<file path="src/design/assert_macros.svh">
// ---------------------------------------------------------------------------
// assert_macros.svh
// Clocked assertion macros used by the detector design file.
// ---------------------------------------------------------------------------
`ifndef ASSERT_MACROS_SVH
`define ASSERT_MACROS_SVH

`ifndef SYNTHESIS

// Check a property at every rising edge outside reset.
`define ASSERT_ALWAYS(label, clk, rst_n, prop, msg) \
    label: assert property (@(posedge clk) disable iff (!rst_n) (prop)) else $error(msg);

// Check that a condition is followed by a consequence in the next cycle.
`define ASSERT_NEXT(label, clk, rst_n, ante, cons, msg) \
    label: assert property (@(posedge clk) disable iff (!rst_n) (ante) |=> (cons)) \
        else $error(msg);

`else

`define ASSERT_ALWAYS(label, clk, rst_n, prop, msg)
`define ASSERT_NEXT(label, clk, rst_n, ante, cons, msg)

`endif

`endif

</file>
<file path="src/design/whvd_pkg.sv">
// ---------------------------------------------------------------------------
// whvd_pkg
// Types and constants of the windowed vote hysteresis detector.
// ---------------------------------------------------------------------------
package whvd_pkg;

    localparam int TIME_W      = 40;
    localparam int SCORE_W     = 16;
    localparam int STATUS_W    = 3;
    localparam int REQ_W       = 4;
    localparam int COUNT_OUT_W = 4;
    localparam int CFG_IDX_W   = 3;
    localparam int CFG_DATA_W  = 16;

    typedef logic [STATUS_W-1:0]  status_t;
    typedef logic [CFG_IDX_W-1:0] cfg_idx_t;

    // Status codes of one result beat
    localparam status_t ST_PAUSED    = 3'd0;
    localparam status_t ST_QUIET     = 3'd1;
    localparam status_t ST_CANDIDATE = 3'd2;
    localparam status_t ST_ACTIVE    = 3'd3;
    localparam status_t ST_DETECTED  = 3'd4;
    localparam status_t ST_CLEARED   = 3'd5;

    // Configuration register indexes
    localparam cfg_idx_t CFG_DETECT_THR  = 3'd0;
    localparam cfg_idx_t CFG_CLEAR_THR   = 3'd1;
    localparam cfg_idx_t CFG_HITS_REQ    = 3'd2;
    localparam cfg_idx_t CFG_CLEARS_REQ  = 3'd3;
    localparam cfg_idx_t CFG_COOLDOWN_S  = 3'd4;

    // Configuration reset values
    localparam logic [SCORE_W-1:0] DETECT_THR_RESET = 16'd49152;
    localparam logic [SCORE_W-1:0] CLEAR_THR_RESET  = 16'd29491;
    localparam logic [REQ_W-1:0]   HITS_REQ_RESET   = 4'd8;
    localparam logic [REQ_W-1:0]   CLEARS_REQ_RESET = 4'd8;
    localparam logic [15:0]        COOLDOWN_RESET   = 16'd300;

    // One vote: hit mark and clear mark
    typedef struct packed {
        logic clr;
        logic hit;
    } vote_t;

    // Window control for the current cycle
    typedef struct packed {
        logic shift;
        logic flush;
    } chain_ctrl_t;

endpackage

</file>
<file path="src/design/whvd_in_if.sv">
// ---------------------------------------------------------------------------
// whvd_in_if
// Input item channel: valid/ready handshake with the item fields.
// ---------------------------------------------------------------------------
interface whvd_in_if;

    logic        valid;
    logic        ready;
    logic        monitor_enable;
    logic [15:0] score;
    logic [39:0] time_ms;

    modport source (
        output valid,
        output monitor_enable,
        output score,
        output time_ms,
        input  ready
    );

    modport sink (
        input  valid,
        input  monitor_enable,
        input  score,
        input  time_ms,
        output ready
    );

endinterface

</file>
<file path="src/design/whvd_out_if.sv">
// ---------------------------------------------------------------------------
// whvd_out_if
// Result channel: valid/ready handshake with the result fields.
// ---------------------------------------------------------------------------
interface whvd_out_if;

    logic       valid;
    logic       ready;
    logic [2:0] status;
    logic       adjust_request;
    logic       cooldown_hold;
    logic       release_request;
    logic [3:0] hit_votes;
    logic [3:0] clear_votes;
    logic [3:0] window_fill;
    logic       monitor_started;
    logic       monitor_paused;

    modport source (
        output valid,
        output status,
        output adjust_request,
        output cooldown_hold,
        output release_request,
        output hit_votes,
        output clear_votes,
        output window_fill,
        output monitor_started,
        output monitor_paused,
        input  ready
    );

    modport sink (
        input  valid,
        input  status,
        input  adjust_request,
        input  cooldown_hold,
        input  release_request,
        input  hit_votes,
        input  clear_votes,
        input  window_fill,
        input  monitor_started,
        input  monitor_paused,
        output ready
    );

endinterface

</file>
<file path="src/design/windowed_vote_hysteresis_detector.sv">
// ---------------------------------------------------------------------------
// windowed_vote_hysteresis_detector
// k-of-n sliding vote window with hysteresis and an adjustment cooldown.
// ---------------------------------------------------------------------------
// A result beat is valid in the cycle after its item beat is accepted.
// Throughput: one item per cycle; the window, counts and detect state update in
// the accept cycle. A new item enters in the cycle the waiting result beat is
// taken, so a stalled result stalls the input for as long as it waits.
// Reset clears the window, counts, detect, monitoring and cooldown state and
// loads the configuration registers with their defaults.
module windowed_vote_hysteresis_detector #(
    parameter int WINDOW = 10
) (
    input  logic                            clk,
    input  logic                            rst_n,
    whvd_in_if.sink                         item,
    whvd_out_if.source                      result,
    input  logic                            cfg_write_en,
    input  whvd_pkg::cfg_idx_t              cfg_index,
    input  logic [whvd_pkg::CFG_DATA_W-1:0] cfg_data
);
    import whvd_pkg::*;

    `include "assert_macros.svh"

    localparam int CNT_W = $clog2(WINDOW + 1);

    // ---------------------------------------------------------------
    // Configuration registers
    // ---------------------------------------------------------------
    logic [SCORE_W-1:0] detect_thr_reg;
    logic [SCORE_W-1:0] clear_thr_reg;
    logic [REQ_W-1:0]   hits_req_reg;
    logic [REQ_W-1:0]   clears_req_reg;
    logic [15:0]        cooldown_reg;

    always_ff @(posedge clk or negedge rst_n)
    begin
        if (!rst_n)
        begin
            detect_thr_reg <= DETECT_THR_RESET;
            clear_thr_reg  <= CLEAR_THR_RESET;
            hits_req_reg   <= HITS_REQ_RESET;
            clears_req_reg <= CLEARS_REQ_RESET;
            cooldown_reg   <= COOLDOWN_RESET;
        end
        else if (cfg_write_en)
        begin
            unique case (cfg_index)
                CFG_DETECT_THR:  detect_thr_reg <= cfg_data;
                CFG_CLEAR_THR:   clear_thr_reg  <= cfg_data;
                CFG_HITS_REQ:    hits_req_reg   <= cfg_data[REQ_W-1:0];
                CFG_CLEARS_REQ:  clears_req_reg <= cfg_data[REQ_W-1:0];
                CFG_COOLDOWN_S:  cooldown_reg   <= cfg_data;
                default:         ; // drop writes to unmapped indexes
            endcase
        end
    end

    // ---------------------------------------------------------------
    // Detector state
    // ---------------------------------------------------------------
    logic [CNT_W-1:0]  fill_reg,  fill_next;
    logic [CNT_W-1:0]  hits_reg,  hits_next;
    logic [CNT_W-1:0]  clears_reg, clears_next;
    logic              detect_reg, detect_next;
    logic              monitoring_reg, monitoring_next;
    logic              ever_adj_reg, ever_adj_next;
    logic [TIME_W-1:0] last_adj_reg, last_adj_next;

    // Result register
    logic              out_valid_reg, out_valid_next;
    status_t           status_reg, status_next;
    logic              adjust_reg, adjust_next;
    logic              hold_reg, hold_next;
    logic              release_reg, release_next;
    logic              started_reg, started_next;
    logic              paused_reg, paused_next;

    // ---------------------------------------------------------------
    // Handshake: take a new item whenever the result register frees up
    // ---------------------------------------------------------------
    logic accept;
    assign item.ready = ~out_valid_reg | result.ready;
    assign accept     = item.valid & item.ready;

    // ---------------------------------------------------------------
    // Vote window
    // ---------------------------------------------------------------
    chain_ctrl_t ctrl;
    vote_t       new_vote;
    vote_t       drop_vote;

    whvd_chain #(
        .WINDOW (WINDOW)
    ) u_chain (
        .clk       (clk),
        .rst_n     (rst_n),
        .ctrl      (ctrl),
        .head_vote (new_vote),
        .drop_vote (drop_vote)
    );

    // ---------------------------------------------------------------
    // Count update, hysteresis and cooldown
    // ---------------------------------------------------------------
    logic              enable;
    logic              starting;
    logic              pausing;
    logic [CNT_W-1:0]  base_fill;
    logic [CNT_W-1:0]  base_hits;
    logic [CNT_W-1:0]  base_clears;
    logic              base_detect;
    vote_t             drop;
    logic [CNT_W-1:0]  push_fill;
    logic [CNT_W-1:0]  push_hits;
    logic [CNT_W-1:0]  push_clears;
    logic              full;
    logic              meets_hits;
    logic              meets_clears;
    logic              just_det;
    logic              just_clr;
    logic [TIME_W-1:0] elapsed;
    logic [TIME_W-1:0] cool_ext;
    logic [TIME_W-1:0] cool_need;
    logic              cool_ok;

    always_comb
    begin
        enable   = item.monitor_enable;
        starting = enable & ~monitoring_reg;
        pausing  = ~enable & monitoring_reg;

        new_vote.hit = (item.score >= detect_thr_reg);
        new_vote.clr = (item.score <  clear_thr_reg);

        // A monitor start sees an empty window
        base_fill   = starting ? '0 : fill_reg;
        base_hits   = starting ? '0 : hits_reg;
        base_clears = starting ? '0 : clears_reg;
        base_detect = starting ? 1'b0 : detect_reg;
        drop        = starting ? '0 : drop_vote;

        push_fill   = (base_fill == CNT_W'(WINDOW)) ? base_fill : base_fill + CNT_W'(1);
        push_hits   = base_hits - CNT_W'(drop.hit) + CNT_W'(new_vote.hit);
        push_clears = base_clears - CNT_W'(drop.clr) + CNT_W'(new_vote.clr);

        full         = (push_fill == CNT_W'(WINDOW));
        meets_hits   = {{REQ_W{1'b0}}, push_hits} >= {{CNT_W{1'b0}}, hits_req_reg};
        meets_clears = {{REQ_W{1'b0}}, push_clears} >= {{CNT_W{1'b0}}, clears_req_reg};
        just_det     = ~base_detect & full & meets_hits;
        just_clr     =  base_detect & full & meets_clears;

        // Cooldown in ms: seconds * 1000 = s*1024 - s*16 - s*8, timestamp wraps
        cool_ext  = TIME_W'(cooldown_reg);
        cool_need = (cool_ext << 10) - (cool_ext << 4) - (cool_ext << 3);
        elapsed   = item.time_ms - last_adj_reg;
        cool_ok   = ~ever_adj_reg | (elapsed >= cool_need);

        // Hold state unless an item is accepted
        fill_next       = fill_reg;
        hits_next       = hits_reg;
        clears_next     = clears_reg;
        detect_next     = detect_reg;
        monitoring_next = monitoring_reg;
        ever_adj_next   = ever_adj_reg;
        last_adj_next   = last_adj_reg;

        status_next  = status_reg;
        adjust_next  = adjust_reg;
        hold_next    = hold_reg;
        release_next = release_reg;
        started_next = started_reg;
        paused_next  = paused_reg;

        ctrl.shift = accept & enable;
        ctrl.flush = accept & (starting | pausing);

        if (accept)
        begin
            monitoring_next = enable;
            started_next    = starting;
            paused_next     = pausing;
            adjust_next     = 1'b0;
            hold_next       = 1'b0;
            release_next    = 1'b0;

            if (!enable)
            begin
                // Pause: drop every vote and the detect state
                fill_next   = '0;
                hits_next   = '0;
                clears_next = '0;
                detect_next = 1'b0;
                status_next = ST_PAUSED;
            end
            else
            begin
                fill_next   = push_fill;
                hits_next   = push_hits;
                clears_next = push_clears;

                priority if (just_det)
                begin
                    detect_next = 1'b1;
                    status_next = ST_DETECTED;
                    adjust_next = cool_ok;
                    hold_next   = ~cool_ok;
                    if (cool_ok)
                    begin
                        ever_adj_next = 1'b1;
                        last_adj_next = item.time_ms;
                    end
                end
                else if (just_clr)
                begin
                    detect_next  = 1'b0;
                    status_next  = ST_CLEARED;
                    release_next = 1'b1;
                end
                else
                begin
                    detect_next = base_detect;
                    if (base_detect)
                        status_next = ST_ACTIVE;
                    else if (push_hits != '0)
                        status_next = ST_CANDIDATE;
                    else
                        status_next = ST_QUIET;
                end
            end
        end

        // Result register: load on accept, drop once taken
        if (accept)
            out_valid_next = 1'b1;
        else if (result.ready)
            out_valid_next = 1'b0;
        else
            out_valid_next = out_valid_reg;
    end

    always_ff @(posedge clk or negedge rst_n)
    begin
        if (!rst_n)
        begin
            fill_reg       <= '0;
            hits_reg       <= '0;
            clears_reg     <= '0;
            detect_reg     <= 1'b0;
            monitoring_reg <= 1'b0;
            ever_adj_reg   <= 1'b0;
            last_adj_reg   <= '0;
            out_valid_reg  <= 1'b0;
        end
        else
        begin
            fill_reg       <= fill_next;
            hits_reg       <= hits_next;
            clears_reg     <= clears_next;
            detect_reg     <= detect_next;
            monitoring_reg <= monitoring_next;
            ever_adj_reg   <= ever_adj_next;
            last_adj_reg   <= last_adj_next;
            out_valid_reg  <= out_valid_next;
        end
    end

    // Result payload needs no reset
    always_ff @(posedge clk)
    begin
        status_reg  <= status_next;
        adjust_reg  <= adjust_next;
        hold_reg    <= hold_next;
        release_reg <= release_next;
        started_reg <= started_next;
        paused_reg  <= paused_next;
    end

    // ---------------------------------------------------------------
    // Result beat; counts come from the state, which moves only with
    // the next accept, so they stay matched to the waiting beat
    // ---------------------------------------------------------------
    assign result.valid           = out_valid_reg;
    assign result.status          = status_reg;
    assign result.adjust_request  = adjust_reg;
    assign result.cooldown_hold   = hold_reg;
    assign result.release_request = release_reg;
    assign result.hit_votes   = COUNT_OUT_W'({{COUNT_OUT_W{1'b0}}, hits_reg});
    assign result.clear_votes = COUNT_OUT_W'({{COUNT_OUT_W{1'b0}}, clears_reg});
    assign result.window_fill = COUNT_OUT_W'({{COUNT_OUT_W{1'b0}}, fill_reg});
    assign result.monitor_started = started_reg;
    assign result.monitor_paused  = paused_reg;

    // ---------------------------------------------------------------
    // Assertions
    // ---------------------------------------------------------------
    `ASSERT_ALWAYS(a_fill_bound, clk, rst_n, fill_reg <= CNT_W'(WINDOW), "window fill above depth")
    `ASSERT_ALWAYS(a_counts_bound, clk, rst_n, (hits_reg <= fill_reg) && (clears_reg <= fill_reg), "vote count above fill")
    `ASSERT_ALWAYS(a_idle_empty, clk, rst_n, monitoring_reg || ((fill_reg == '0) && !detect_reg), "votes held while paused")
    `ASSERT_ALWAYS(a_adjust_on_detect, clk, rst_n, !(out_valid_reg && adjust_reg) || (status_reg == ST_DETECTED), "adjust request without detection")
    `ASSERT_NEXT(a_adjust_stamps, clk, rst_n, accept && enable && just_det && cool_ok, ever_adj_reg && (last_adj_reg == $past(item.time_ms)), "adjust time not recorded")

endmodule

</file>
<file path="src/design/whvd_cell.sv">
// ---------------------------------------------------------------------------
// whvd_cell
// One window slot: holds a vote and its valid bit, shifts on command.
// ---------------------------------------------------------------------------
module whvd_cell (
    input  logic                  clk,
    input  logic                  rst_n,
    input  whvd_pkg::chain_ctrl_t ctrl,
    input  logic                  in_valid,
    input  whvd_pkg::vote_t       in_vote,
    output logic                  valid,
    output whvd_pkg::vote_t       vote
);
    import whvd_pkg::*;

    logic  valid_reg;
    logic  valid_next;
    vote_t vote_reg;
    vote_t vote_next;

    always_comb
    begin
        valid_next = valid_reg;
        vote_next  = vote_reg;
        if (ctrl.shift)
        begin
            valid_next = in_valid;
            vote_next  = in_vote;
        end
        else if (ctrl.flush)
        begin
            valid_next = 1'b0;
        end
    end

    always_ff @(posedge clk or negedge rst_n)
    begin
        if (!rst_n)
        begin
            valid_reg <= 1'b0;
        end
        else
        begin
            valid_reg <= valid_next;
        end
    end

    always_ff @(posedge clk)
    begin
        vote_reg <= vote_next;
    end

    // An empty slot reads as no vote
    assign valid = valid_reg;
    assign vote  = valid_reg ? vote_reg : '0;

endmodule

</file>
<file path="src/design/whvd_chain.sv">
// ---------------------------------------------------------------------------
// whvd_chain
// Vote window as a row of cells; the oldest vote falls out of the tail.
// ---------------------------------------------------------------------------
module whvd_chain #(
    parameter int WINDOW = 10
) (
    input  logic                  clk,
    input  logic                  rst_n,
    input  whvd_pkg::chain_ctrl_t ctrl,
    input  whvd_pkg::vote_t       head_vote,
    output whvd_pkg::vote_t       drop_vote
);
    import whvd_pkg::*;

    logic  cell_valid [WINDOW];
    vote_t cell_vote  [WINDOW];

    genvar i;
    generate
        for (i = 0; i < WINDOW; i++)
        begin : g_cell
            logic  link_valid;
            vote_t link_vote;

            if (i == 0)
            begin : g_head
                assign link_valid = 1'b1;
                assign link_vote  = head_vote;
            end
            else
            begin : g_body
                // A flush together with a shift leaves only the head valid
                assign link_valid = cell_valid[i-1] & ~ctrl.flush;
                assign link_vote  = cell_vote[i-1];
            end

            whvd_cell u_cell (
                .clk      (clk),
                .rst_n    (rst_n),
                .ctrl     (ctrl),
                .in_valid (link_valid),
                .in_vote  (link_vote),
                .valid    (cell_valid[i]),
                .vote     (cell_vote[i])
            );
        end
    endgenerate

    // Tail slot is valid only once the window is full
    assign drop_vote = cell_vote[WINDOW-1];

endmodule
</file>
<file path="src/flat_wrapper.sv">
// flat-port wrapper written by rule: the top's interface ports become plain ports
module windowed_vote_hysteresis_detector_flat import whvd_pkg::*;
#(
    parameter int WINDOW = 10
)
  (clk, rst_n, cfg_write_en, cfg_index, cfg_data, item_valid, item_monitor_enable, item_score, item_time_ms, item_ready, result_valid, result_status, result_adjust_request, result_cooldown_hold, result_release_request, result_hit_votes, result_clear_votes, result_window_fill, result_monitor_started, result_monitor_paused, result_ready);
  whvd_in_if item_i ();
  whvd_out_if result_i ();
  input  logic clk;
  input  logic rst_n;
  input  logic cfg_write_en;
  input  whvd_pkg::cfg_idx_t cfg_index;
  input  logic [whvd_pkg::CFG_DATA_W-1:0] cfg_data;
  input wire logic [$bits(item_i.valid)-1:0] item_valid;
  input wire logic [$bits(item_i.monitor_enable)-1:0] item_monitor_enable;
  input wire logic [$bits(item_i.score)-1:0] item_score;
  input wire logic [$bits(item_i.time_ms)-1:0] item_time_ms;
  output wire logic [$bits(item_i.ready)-1:0] item_ready;
  output wire logic [$bits(result_i.valid)-1:0] result_valid;
  output wire logic [$bits(result_i.status)-1:0] result_status;
  output wire logic [$bits(result_i.adjust_request)-1:0] result_adjust_request;
  output wire logic [$bits(result_i.cooldown_hold)-1:0] result_cooldown_hold;
  output wire logic [$bits(result_i.release_request)-1:0] result_release_request;
  output wire logic [$bits(result_i.hit_votes)-1:0] result_hit_votes;
  output wire logic [$bits(result_i.clear_votes)-1:0] result_clear_votes;
  output wire logic [$bits(result_i.window_fill)-1:0] result_window_fill;
  output wire logic [$bits(result_i.monitor_started)-1:0] result_monitor_started;
  output wire logic [$bits(result_i.monitor_paused)-1:0] result_monitor_paused;
  input wire logic [$bits(result_i.ready)-1:0] result_ready;
  assign item_i.valid = item_valid;
  assign item_i.monitor_enable = item_monitor_enable;
  assign item_i.score = item_score;
  assign item_i.time_ms = item_time_ms;
  assign item_ready = item_i.ready;
  assign result_valid = result_i.valid;
  assign result_status = result_i.status;
  assign result_adjust_request = result_i.adjust_request;
  assign result_cooldown_hold = result_i.cooldown_hold;
  assign result_release_request = result_i.release_request;
  assign result_hit_votes = result_i.hit_votes;
  assign result_clear_votes = result_i.clear_votes;
  assign result_window_fill = result_i.window_fill;
  assign result_monitor_started = result_i.monitor_started;
  assign result_monitor_paused = result_i.monitor_paused;
  assign result_i.ready = result_ready;
  windowed_vote_hysteresis_detector #(.WINDOW(WINDOW)) u_core (.clk(clk), .rst_n(rst_n), .item(item_i), .result(result_i), .cfg_write_en(cfg_write_en), .cfg_index(cfg_index), .cfg_data(cfg_data));
endmodule
</file>
<file path="config.mk">
export PLATFORM = sky130hd
export DESIGN_NAME = windowed_vote_hysteresis_detector_flat
export DESIGN_NICKNAME = d
export VERILOG_FILES = /design/src/design/whvd_pkg.sv /design/src/design/whvd_in_if.sv /design/src/design/whvd_out_if.sv /design/src/design/windowed_vote_hysteresis_detector.sv /design/src/design/whvd_cell.sv /design/src/design/whvd_chain.sv /design/src/flat_wrapper.sv
export VERILOG_INCLUDE_DIRS = /design/src /design/src/design
export SDC_FILE = /design/constraint.sdc
export NUM_CORES = 1
export LEC_CHECK = 0
export ABC_AREA = 1
export BUFFER_PORTS_ARGS = -buffer_cell sky130_fd_sc_hd__buf_4
export CORE_MARGIN = 3
export CORE_UTILIZATION = 60
export CTS_BUF_LIST = sky130_fd_sc_hd__clkbuf_4 sky130_fd_sc_hd__clkbuf_8
export CTS_CLUSTER_DIAMETER = 150
export CTS_CLUSTER_SIZE = 20
export DETAILED_ROUTE_END_ITERATION = 8
export PLACE_DENSITY = 0.8
export SYNTH_ARGS = -nofsm -noshare
export SYNTH_HDL_FRONTEND = slang
export SYNTH_HIERARCHICAL = 1
export SYNTH_SLANG_ARGS = --single-unit
export TNS_END_PERCENT = 10
</file>
<file path="constraint.sdc">
create_clock -name clk -period 6.5 [get_ports clk]
set_input_delay 0.325 -clock clk [delete_from_list [all_inputs] [get_ports clk]]
set_output_delay 0.325 -clock clk [all_outputs]
set_load 0.03 [all_outputs]
</file>
==> metrics.md, run 1 <==
| Metric | Value |
|---|---|
| Status | completed |
| Power Density | 298.4 nW/µm² |
| Multiplexer area fraction after synthesis | 0% |
| Critical Path Fanout Max | 41 |
| GR Overflow Total | 0 |
| Routability cong. | 0.9786 |
| P_sw | 1.992 mW |
| CTS root buffer | clkbuf_8 |
| Share of layout cells above drive strength 1 | 9.058% |
| DR pass1 iterations | 6 |
| Post-synthesis xor/xnor area fraction | 4.631% |
| Clk_lat worst skew | 0.46 ns |
| Post-synthesis cell type count | 46 |
| Final core occ | 68.91% |
| # setup viols final | 0 |
| TritonCTS buffer count | 17 |
| CP Capture Type | flip-flop |
| Post-Syn Area | 12,860 µm² |
| Mapped Cells | 1,821 |
| Largest family of logic cells by synthesized area | simple AND/OR/NAND/NOR gates |
| Die Span Y | 152.4 µm |
| Initial antenna violation count | 0 |
| Sequential share of power | 27.3% |
| Worst slew margin | 26.33% |
| Yosys top cell area share | 20.43% |
| Growth of design area from synthesis to finish | 10.51% |
| Compound-Gate Fraction of Synth Area | 12.60% |
| 1st-iter DRT viols | 827 |
| Placed insts | 2,169 |
| Total power | 4.241 mW |
| Initial Util | 62.36% |
| DRC | 0 |
| CP arrival | 5.85 ns |
| Mean Syn Cell Area | 7.063 µm² |
| Die ar. | 23,230 µm² |
| Synth Area in Adders | 15.45% |
| Startpoint Class | flip-flop |
| Core ar. | 20,620 µm² |
| # clock sinks | 150 |
| CTS tree | done |
| P_int | 2.249 mW |
| Ant diodes | 0 |
| Fmax | 181.5 MHz |
| Via/cell ratio | 5.540 |
| Pleak | 7.277 nW |
| Port Buffer Count | 102 |
| H-tree Lvls | 4 |
| Slew @ Worst Pin | 1.102 ns |
| Die Wd | 152.4 µm |
| Final WS setup | 0.9888 ns |
| Top-count cell post-synth | nand2_1 |
| Cells on worst reg2reg path | 27 |
| Final Hold Fails | 0 |
| Wirelength, routed | 33,830 µm |
| Switch share | 46.97% |
| Most Crowded Layer GR | met2 |
| Min-delay src | item_time_ms[1] |
| Skew final | 0.02711 ns |
| WL per Instance | 15.36 µm |
| Max VDD drop | 0.1645 mV |
| Hold crit path type | input pin to flip-flop |
| Simple-gate area share of the yosys netlist | 26.80% |
| Area contributors post-synth | dfrtp_1 20%, ha_1 15%, nand2_1 15%, inv_1 8.6%, edfxtp_1 6.5% |
| Post-synth EDFFs | 28 |
| Global Route met3 Usage | 4.800% |
| Number of global-route vias before repair | 11,499 |
| DP Wirelength | 26,870 µm |
| First-pass GRT wire length | 55,950 µm |
| Synth cell count leaders | 500 x nand2_1, 293 x inv_1, 156 x nor2_1 |
| Final Cycle Share | 84.79% |
| Hold Path Depth | 3 |
| Boundary pin count | 103 |
| Post-route setup TNS | 0 ns |
| Flop2flop setup slack | 0.99 ns |
| Worst EP required | 6.84 ns |
| R2r endpoint | u_core/last_adj_reg[12] |
| Max Slew Vio Count | 0 |
| Met1 Usage GRT | 39.92% |
| Bufs on Longest Clock Path | 2 |
| Final non-filler cell total | 2,202 |
| Min Tclk post-route | 5.511 ns |
| Row Count | 52 |
| Critical R2R Launch | u_core/cooldown_reg[0] |
| Via Count | 12,198 |
| Register area share after synthesis | 30.44% |
| Clock Power Share | 16.7% |
| Post-cts resize count | 0 |
| Unrepaired setup endpoints after global routing | false |
| Largest register FFs | 40 |
| Comb power frac | 56.0% |
| Flop and latch count out of synthesis | 150 |
| Synth warn | 6 |
| Antenna viol nets, final | 0 |
| Hold Path End | u_core/last_adj_reg[1] |
| Worst-path clk slew | 0.11 ns |
| Setup WS pre-CTS | 0.9885 ns |
| Max_cap viols | 0 |
| Critical path type | flip-flop to flip-flop |
| Yosys top cell by area | dfrtp_1 |
| Largest net degree at the start of global routing | 64 |
| Final net count | 2,157 |
| GRT Overall Usage | 28.88% |
| GR Layer Usage met2 | 46.21% |
| Filler cell count | 1,852 |
| Post-synthesis async set-or-reset flop share | 81.33% |
| Post-Syn Nets | 2,059 |
| Synth Flop Type | dfrtp_1 |
-- power groups by stage --
stage	Clock, mW	Combinational [mW]	Sequential, mW
6_report	0.710	2.37	1.16
2_1_floorplan	0	1.73	1.19
3_5_place_dp	0	2.35	1.17
5_1_grt	0.768	2.71	1.17
3_3_place_gp	0	2.27	1.17
4_1_cts	0.727	2.36	1.16
-- worst max-delay path, cell delays in order (launching register included) --
cell,delay [ns]
dfrtp_1,0.52
inv_2,0.17
ha_1,0.20
nand2_1,0.09
nor2_4,0.16
nand2_1,0.09
nand2_1,0.08
nand2_1,0.11
o21bai_1,0.23
xor2_1,0.13
ha_1,0.41
nand2_1,0.12
nor2_1,0.15
nand2_1,0.06
o21a_1,0.23
nand2_1,0.09
nor2_1,0.04
nor2_1,0.70
ha_1,0.39
a211oi_1,0.24
nand2_1,0.10
a21oi_1,0.16
nand2_1,0.09
a21oi_1,0.17
nand2_1,0.13
buf_4,0.28
nand4_1,0.14
nand2_1,0.07
-- through the flow --
step	instance area [µm²]	hold slack (ns)
after floorplan	12860	0.02941
after global placement	13840	0.2980
after detailed placement	13840	0.3054
after CTS	14210	0.08262
after global routing	14210	0.09635
final	14210	0.1146
-- how the worst max path moves through the flow --
stage                           start  slack, ns                     endpoint  cells past startpoint
2_1_floorplan  u_core/cooldown_reg[3]       1.99  u_core/result.cooldown_hold                     25
3_3_place_gp   u_core/cooldown_reg[0]       1.22          u_core/ever_adj_reg                     26
3_5_place_dp   u_core/cooldown_reg[0]       0.99      u_core/last_adj_reg[32]                     27
4_1_cts        u_core/cooldown_reg[0]       0.96      u_core/last_adj_reg[35]                     27
5_1_grt        u_core/cooldown_reg[0]       0.35      u_core/last_adj_reg[35]                     29
6_report       u_core/cooldown_reg[0]       0.99      u_core/last_adj_reg[12]                     27
-- cells in the final DEF, fill, tap and decap left out, drive strengths merged, types with 39 or more instances in the layout --
cell   netlist  routed
a21oi      125     125
buf         14     107
dfrtp      105     105
ha         154     154
inv        297     307
nand2      502     502
nand3       67      67
nand4       63      63
nor2       162     162
o21ai      123     123
xor2        39      39
-- layout make-up --
cell class                      instances  area (µm²)  area share [%]
Sequential cell                       150        3915           27.55
Tap cell                              270       337.8           2.377
Timing Repair Buffer                  108       813.3           5.722
Clock inverter                         15       132.6          0.9332
Multi-Input combinational cell       1344        7661           53.90
Inverter                              298        1119           7.870
Clock buffer                           17       234.0           1.646
-- per-layer routing --
layer | vias to the layer above | part of all wire (%)
met2 | 433 | 45
met3 | 73 | 6.5
li1 | 6143 | -
met1 | 5549 | 45
met4 | 0 | 3.2
met5 | - | 0
-- cell families after synthesis --
kind of cell,count (synthesis)
adders and majority gates,157
other,1
and+or+nand+nor,820
buffers and inverters,327
DFF,150
xor gates and xnor gates,68
AOI/OAI and AO/OA,298
-- repair_timing --
item	CTS	global route
hold buffers	1	0
buffers inserted	0	0
hold endpoints to repair	30	0
No activity file was read; power rests on OpenSTA's default activity.
==> run 2: changes to the inputs <==
==> constraint.sdc (replaced) <==
create_clock -name clk -period 5.4 [get_ports clk]
set_input_delay 0.27 -clock clk [delete_from_list [all_inputs] [get_ports clk]]
set_output_delay 0.27 -clock clk [all_outputs]
set_load 0.03 [all_outputs]
==> metrics.md, run 2 (synthesized netlist as in run 1, its figures left out) <==
| Metric | Value |
|---|---|
| Worst slew margin | 25.81% (was 26.33%) |
| GR Overflow Total | 0 (unchanged) |
| Die ar. | 23,230 µm² (unchanged) |
| Final Hold Fails | 0 (unchanged) |
| Port Buffer Count | 102 (unchanged) |
| DRC | 0 (unchanged) |
| # clock sinks | 150 (unchanged) |
| Clk_lat worst skew | 0.47 ns (was 0.46 ns) |
| CP Capture Type | flip-flop (unchanged) |
| CTS root buffer | clkbuf_8 (unchanged) |
| Initial antenna violation count | 0 (unchanged) |
| Critical Path Fanout Max | 13 (was 41) |
| Post-DP Area | 13,870 µm² (was 13,840 µm²) |
| Postcts setup bufs | 0 (unchanged) |
| TritonCTS buffer count | 17 (unchanged) |
| Max VDD drop | 0.1914 mV (was 0.1645 mV) |
| Bufs on Longest Clock Path | 2 (unchanged) |
| Reg area | 3915 µm² (unchanged) |
| Critical path type | flip-flop to flip-flop (unchanged) |
| Power Density | 365.9 nW/µm² (was 298.4 nW/µm²) |
| Worst path most repeated cell | nand2_1 (unchanged) |
| Skew final | 0.02651 ns (was 0.02711 ns) |
| DP Wirelength | 26,950 µm (was 26,870 µm) |
| Boundary pin count | 103 (unchanged) |
| GRT Overall Usage | 29.47% (was 28.88%) |
| Core ar. | 20,620 µm² (unchanged) |
| Die Wd | 152.4 µm (unchanged) |
| Most frequent cells in the layout | 498 x nand2_1, 293 x inv_1, 153 x nor2_1, 153 x ha_1, 123 x a21oi_1 (was 500 x nand2_1, 293 x inv_1, 155 x nor2_1, 154 x ha_1, 125 x a21oi_1) |
| Final net count | 2,168 (was 2,157) |
| Growth of design area from synthesis to finish | 12.36% (was 10.51%) |
| Startpoint Class | flip-flop (unchanged) |
| Post-route setup TNS | 0 ns (unchanged) |
| Die Span Y | 152.4 µm (unchanged) |
| Via Count | 12,454 (was 12,198) |
| CP top delay family | simple AND/OR/NAND/NOR gates (unchanged) |
| WL per Instance | 16.19 µm (was 15.36 µm) |
| CP bufs+invs | 1 (was 2) |
| Finished Cell Area | 14,450 µm² (was 14,210 µm²) |
| Share of layout cells above drive strength 1 | 10.04% (was 9.058%) |
| Via/cell ratio | 5.628 (was 5.540) |
| Crit-path max cell delay | 0.46 ns (was 0.70 ns) |
| DR pass1 iterations | 7 (was 6) |
| Fmax | 202.4 MHz (was 181.5 MHz) |
| CTS tree | done (unchanged) |
| Final worst hold slack | 0.05806 ns (was 0.1146 ns) |
| Antenna viol nets, final | 0 (unchanged) |
| Max Slew Vio Count | 0 (unchanged) |
| Number of global-route vias before repair | 11,864 (was 11,499) |
| Total power | 5.287 mW (was 4.241 mW) |
| Ant diodes | 0 (unchanged) |
| Filler cell count | 1,768 (was 1,852) |
| Area occupied by multi-input gates | 7790 µm² (was 7661 µm²) |
| # setup viols final | 0 (unchanged) |
| 1st-iter DRT viols | 1,047 (was 827) |
| Routability cong. | 1.029 (was 0.9786) |
| CP arrival | 5.30 ns (was 5.85 ns) |
| Crit-path slowest cell | dfrtp_1 (was nor2_1) |
| Max_cap viols | 0 (unchanged) |
| Status | completed (unchanged) |
| Largest net degree at the start of global routing | 65 (was 64) |
| Worst EP required | 5.75 ns (was 6.84 ns) |
| Min Tclk post-route | 4.941 ns (was 5.511 ns) |
| Unrepaired setup endpoints after global routing | true (was false) |
| Pleak | 7.346 nW (was 7.277 nW) |
| First-pass GRT wire length | 56,860 µm (was 55,950 µm) |
| Wirelength, routed | 35,830 µm (was 33,830 µm) |
| Row Count | 52 (unchanged) |
| Worst-path clk slew | 0.10 ns (was 0.11 ns) |
| Slew @ Worst Pin | 1.110 ns (was 1.102 ns) |
| H-tree Lvls | 4 (unchanged) |
| Final Cycle Share | 91.50% (was 84.79%) |
| Commonest non-fill, non-tap cell in the layout | nand2_1 (unchanged) |
| Initial Util | 62.36% (unchanged) |
| Hold crit path type | input pin to flip-flop (unchanged) |
| Largest register FFs | 40 (unchanged) |
[run 2: worst min-delay path, cell delays in order]
cell and delay [ns]:
buf_4 0.09, nand4_1 0.08, nand2_1 0.07
[run 2: per-stage QoR]
stage / util [%] / setup slack, ns / cells
final: 70.06 / 0.4590 / 2213
after global routing: 70.06 / -0.05228 / 2213
after CTS: 69.27 / 0.08322 / 2206
after detailed placement: 67.23 / -0.07536 / 2173
after global placement: 67.23 / 0.1091 / 2173
after floorplan: - / 0.8874 / 1821
[run 2: path summary, 6_finish.rpt]
path,slack (ns),depth (start not counted),start,end
max in group asynchronous,3.61,3,rst_n,u_core/detect_thr_reg[13]
min reg2reg,0.47,2,u_core/ever_adj_reg,u_core/ever_adj_reg
min,0.06,3,item_time_ms[5],u_core/last_adj_reg[5]
max,0.46,27,u_core/cooldown_reg[0],u_core/last_adj_reg[14]
max reg2reg,0.46,27,u_core/cooldown_reg[0],u_core/last_adj_reg[14]
min in group asynchronous,0.46,2,rst_n,u_core/last_adj_reg[5]
[run 2: cell type report]
type,instances,share of cell area [%]
sequential,150,27.09
tap,270,2.338
multi-input combinational,1350,53.91
timing repair buffer,113,6.096
inverter,298,7.741
clock inverter,14,1.108
clock buffer,18,1.714
[run 2: what timing repair did]
item / CTS / global route
cloned: 0 / 7
gates resized for setup: 1 / 20
endpoints found under the hold margin: 55 / 0
pin swaps: 0 / 1
hold buffers: 1 / 0
setup endpoints to repair: 42 / 42
[run 2: power by group]
part / internal (mW) / switching [mW]
Combinational: 1.13 / 1.85
Clock: 0.436 / 0.492
Sequential: 1.29 / 0.0899
Total: 2.86 / 2.43
[run 2: routing by layer]
layer  up-vias  track usage (%)  wire, µm
li1       6173                -         -
met1      5672            39.55     15650
met2       520            48.65     16320
met3        89            4.061      2453
met4         0            11.26      1406
met5         -                0         0
==> run 3: changes to the inputs <==
==> constraint.sdc (replaced) <==
create_clock -name clk -period 5.1 [get_ports clk]
set_input_delay 0.255 -clock clk [delete_from_list [all_inputs] [get_ports clk]]
set_output_delay 0.255 -clock clk [all_outputs]
set_load 0.03 [all_outputs]
==> metrics.md, run 3 (synthesized netlist as in run 1, its figures left out) <==
| Metric | Value |
|---|---|
| First-pass GRT wire length | 57,190 µm (was 56,860 µm) |
| Die Span Y | 152.4 µm (unchanged) |
| Fmax | 205.3 MHz (was 202.4 MHz) |
| Wirelength, routed | 36,070 µm (was 35,830 µm) |
| GRT Overall Usage | 29.82% (was 29.47%) |
| GR Overflow Total | 0 (unchanged) |
| Comb power frac | 57.9% (was 56.3%) |
| Placed insts | 2,185 (was 2,173) |
| Final Cycle Share | 95.53% (was 91.50%) |
| Max VDD drop | 0.2296 mV (was 0.1914 mV) |
| Pleak | 7.504 nW (was 7.346 nW) |
| P_sw | 2.608 mW (was 2.430 mW) |
| CP Capture Type | flip-flop (unchanged) |
| Critical path type | flip-flop to flip-flop (unchanged) |
| Largest register FFs | 40 (unchanged) |
| CP endpoint | u_core/last_adj_reg[33] (was u_core/last_adj_reg[14]) |
| Ant diodes | 0 (unchanged) |
| Flop2flop setup slack | 0.23 ns (was 0.46 ns) |
| Worst EP required | 5.43 ns (was 5.75 ns) |
| Area occupied by multi-input gates | 7761 µm² (was 7790 µm²) |
| Initial antenna violation count | 0 (unchanged) |
| CTS tree | done (unchanged) |
| Filler cell count | 1,756 (was 1,768) |
| Crit-path slowest cell | dfrtp_1 (unchanged) |
| Switch share | 45.94% (was 45.96%) |
| H-tree Lvls | 4 (unchanged) |
| Max_cap viols | 0 (unchanged) |
| Worst path most repeated cell | nand2_1 (unchanged) |
| DR pass1 iterations | 7 (unchanged) |
| Setup WS pre-CTS | -0.2263 ns (was -0.07536 ns) |
| P_int | 3.070 mW (was 2.857 mW) |
| Die Wd | 152.4 µm (unchanged) |
| Clock Power Share | 16.4% (was 17.6%) |
| Number of global-route vias before repair | 11,881 (was 11,864) |
| Initial Util | 62.36% (unchanged) |
| Via Count | 12,526 (was 12,454) |
| Status | completed (unchanged) |
| # setup viols final | 0 (unchanged) |
| Critical Path Fanout Max | 13 (unchanged) |
| Final non-filler cell total | 2,236 (was 2,213) |
| CTS root buffer | clkbuf_8 (unchanged) |
| Crit. Startpoint | u_core/cooldown_reg[13] (was u_core/cooldown_reg[0]) |
| Worst-path clk slew | 0.10 ns (about the same) |
| Share of layout cells above drive strength 1 | 11.90% (was 10.04%) |
| Hold crit path type | input pin to flip-flop (unchanged) |
| Core ar. | 20,620 µm² (unchanged) |
| Total power | 5.678 mW (was 5.287 mW) |
| Post-route setup TNS | 0 ns (unchanged) |
| Via/cell ratio | 5.602 (was 5.628) |
| WL per Instance | 16.13 µm (was 16.19 µm) |
| Die ar. | 23,230 µm² (unchanged) |
| R2r endpoint | u_core/last_adj_reg[33] (was u_core/last_adj_reg[14]) |
| # clock sinks | 150 (unchanged) |
| Routability cong. | 1.036 (was 1.029) |
| Max Slew Vio Count | 0 (unchanged) |
| Antenna viol nets, final | 0 (unchanged) |
| Boundary pin count | 103 (unchanged) |
| Port Buffer Count | 102 (unchanged) |
| Clk_lat worst skew | 0.46 ns (was 0.47 ns) |
| Sequential share of power | 25.7% (was 26.2%) |
| Min Tclk post-route | 4.872 ns (was 4.941 ns) |
| DRC | 0 (unchanged) |
| CP arrival | 5.21 ns (was 5.30 ns) |
| Bufs on Longest Clock Path | 2 (unchanged) |
| Row Count | 52 (unchanged) |
| Power Density | 386.7 nW/µm² (was 365.9 nW/µm²) |
| Crit-path max cell delay | 0.45 ns (was 0.46 ns) |
| 1st-iter DRT viols | 933 (was 1,047) |
| Commonest non-fill, non-tap cell in the layout | nand2_1 (unchanged) |
| Skew final | 0.01479 ns (was 0.02651 ns) |
| Growth of design area from synthesis to finish | 14.16% (was 12.36%) |
| Most frequent cells in the layout | 496 x nand2_1, 292 x inv_1, 151 x ha_1, 149 x nor2_1, 133 x buf_4 (was 498 x nand2_1, 293 x inv_1, 153 x nor2_1, 153 x ha_1, 123 x a21oi_1) |
| Final net count | 2,191 (was 2,168) |
| Final WS setup | 0.2281 ns (was 0.4590 ns) |
| Largest net degree at the start of global routing | 65 (unchanged) |
| Worst slew margin | 23.12% (was 25.81%) |
| Cells on worst reg2reg path | 28 (was 27) |
| Slew @ Worst Pin | 1.150 ns (was 1.110 ns) |
| Final Hold Fails | 0 (unchanged) |
| Critical R2R Launch | u_core/cooldown_reg[13] (was u_core/cooldown_reg[0]) |
| TritonCTS buffer count | 17 (unchanged) |
| Startpoint Class | flip-flop (unchanged) |
| Reg area | 3918 µm² (was 3915 µm²) |
| DP Wirelength | 27,520 µm (was 26,950 µm) |
run 3: worst min-delay path by stage:
stage,end,slack (ns),depth (start not counted),startpoint
after global routing,u_core/last_adj_reg[13],0.03,3,item_time_ms[13]
after CTS,u_core/last_adj_reg[16],0.03,3,item_time_ms[16]
final,u_core/last_adj_reg[4],0.06,3,item_time_ms[4]
after detailed placement,u_core/ever_adj_reg,0.45,2,u_core/ever_adj_reg
after floorplan,u_core/clear_thr_reg[10],-0.04,0,rst_n
after global placement,u_core/last_adj_reg[0],0.43,1,rst_n
run 3: metrics by stage:
stage | hold WS (ns) | area (µm²) | util (%)
floorplan | -0.04059 | 12860 | -
global placement | 0.4328 | 13980 | 67.79
detailed placement | 0.4540 | 13980 | 67.79
CTS | 0.02959 | 14380 | 69.70
global route | 0.03157 | 14680 | 71.19
finish | 0.05512 | 14680 | 71.19
run 3: routing by layer:
metal	up-vias	track usage (%)	wire length [µm]
met2	499	49.75	16730
met4	0	9.675	1039
li1	6186	-	-
met1	5772	40.32	15960
met5	-	0	0
met3	69	4.061	2338
run 3: area by class of cell:
class,instances,area share (%)
flip-flops and latches,150,26.68
inverters,298,7.618
multi-input cells,1344,52.86
repair buffers,142,7.942
well taps,270,2.301
clock inverters,14,0.9544
clock buffers,18,1.645
run 3: worst max-delay path: cells and delay by family (launching register included):
kind,cells,cell delay [ns]
AND/OR/NAND/NOR,15,1.65
adder cells (fa/ha/maj),3,1.03
AO/OA/AOI/OAI,5,0.79
buffers and inverters,4,0.63
flip-flops,1,0.45
XOR/XNOR,1,0.18
run 3: power by group through the flow:
stage | clock (mW) | combinational (mW) | sequential, mW
global placement | 0 | 3.01 | 1.48
CTS | 0.956 | 3.12 | 1.46
floorplan | 0 | 2.20 | 1.52
global route | 1.01 | 3.73 | 1.47
detailed placement | 0 | 3.10 | 1.48
finish | 0.930 | 3.29 | 1.46
run 3: repair_timing:
item,4_1_cts,5_1_grt
endpoints found under the hold margin,61,0
pin swaps,0,13
endpoints found under the setup margin,42,43
cloned,0,5
resized for setup,1,28
hold buffers,1,0
buffers inserted,0,13
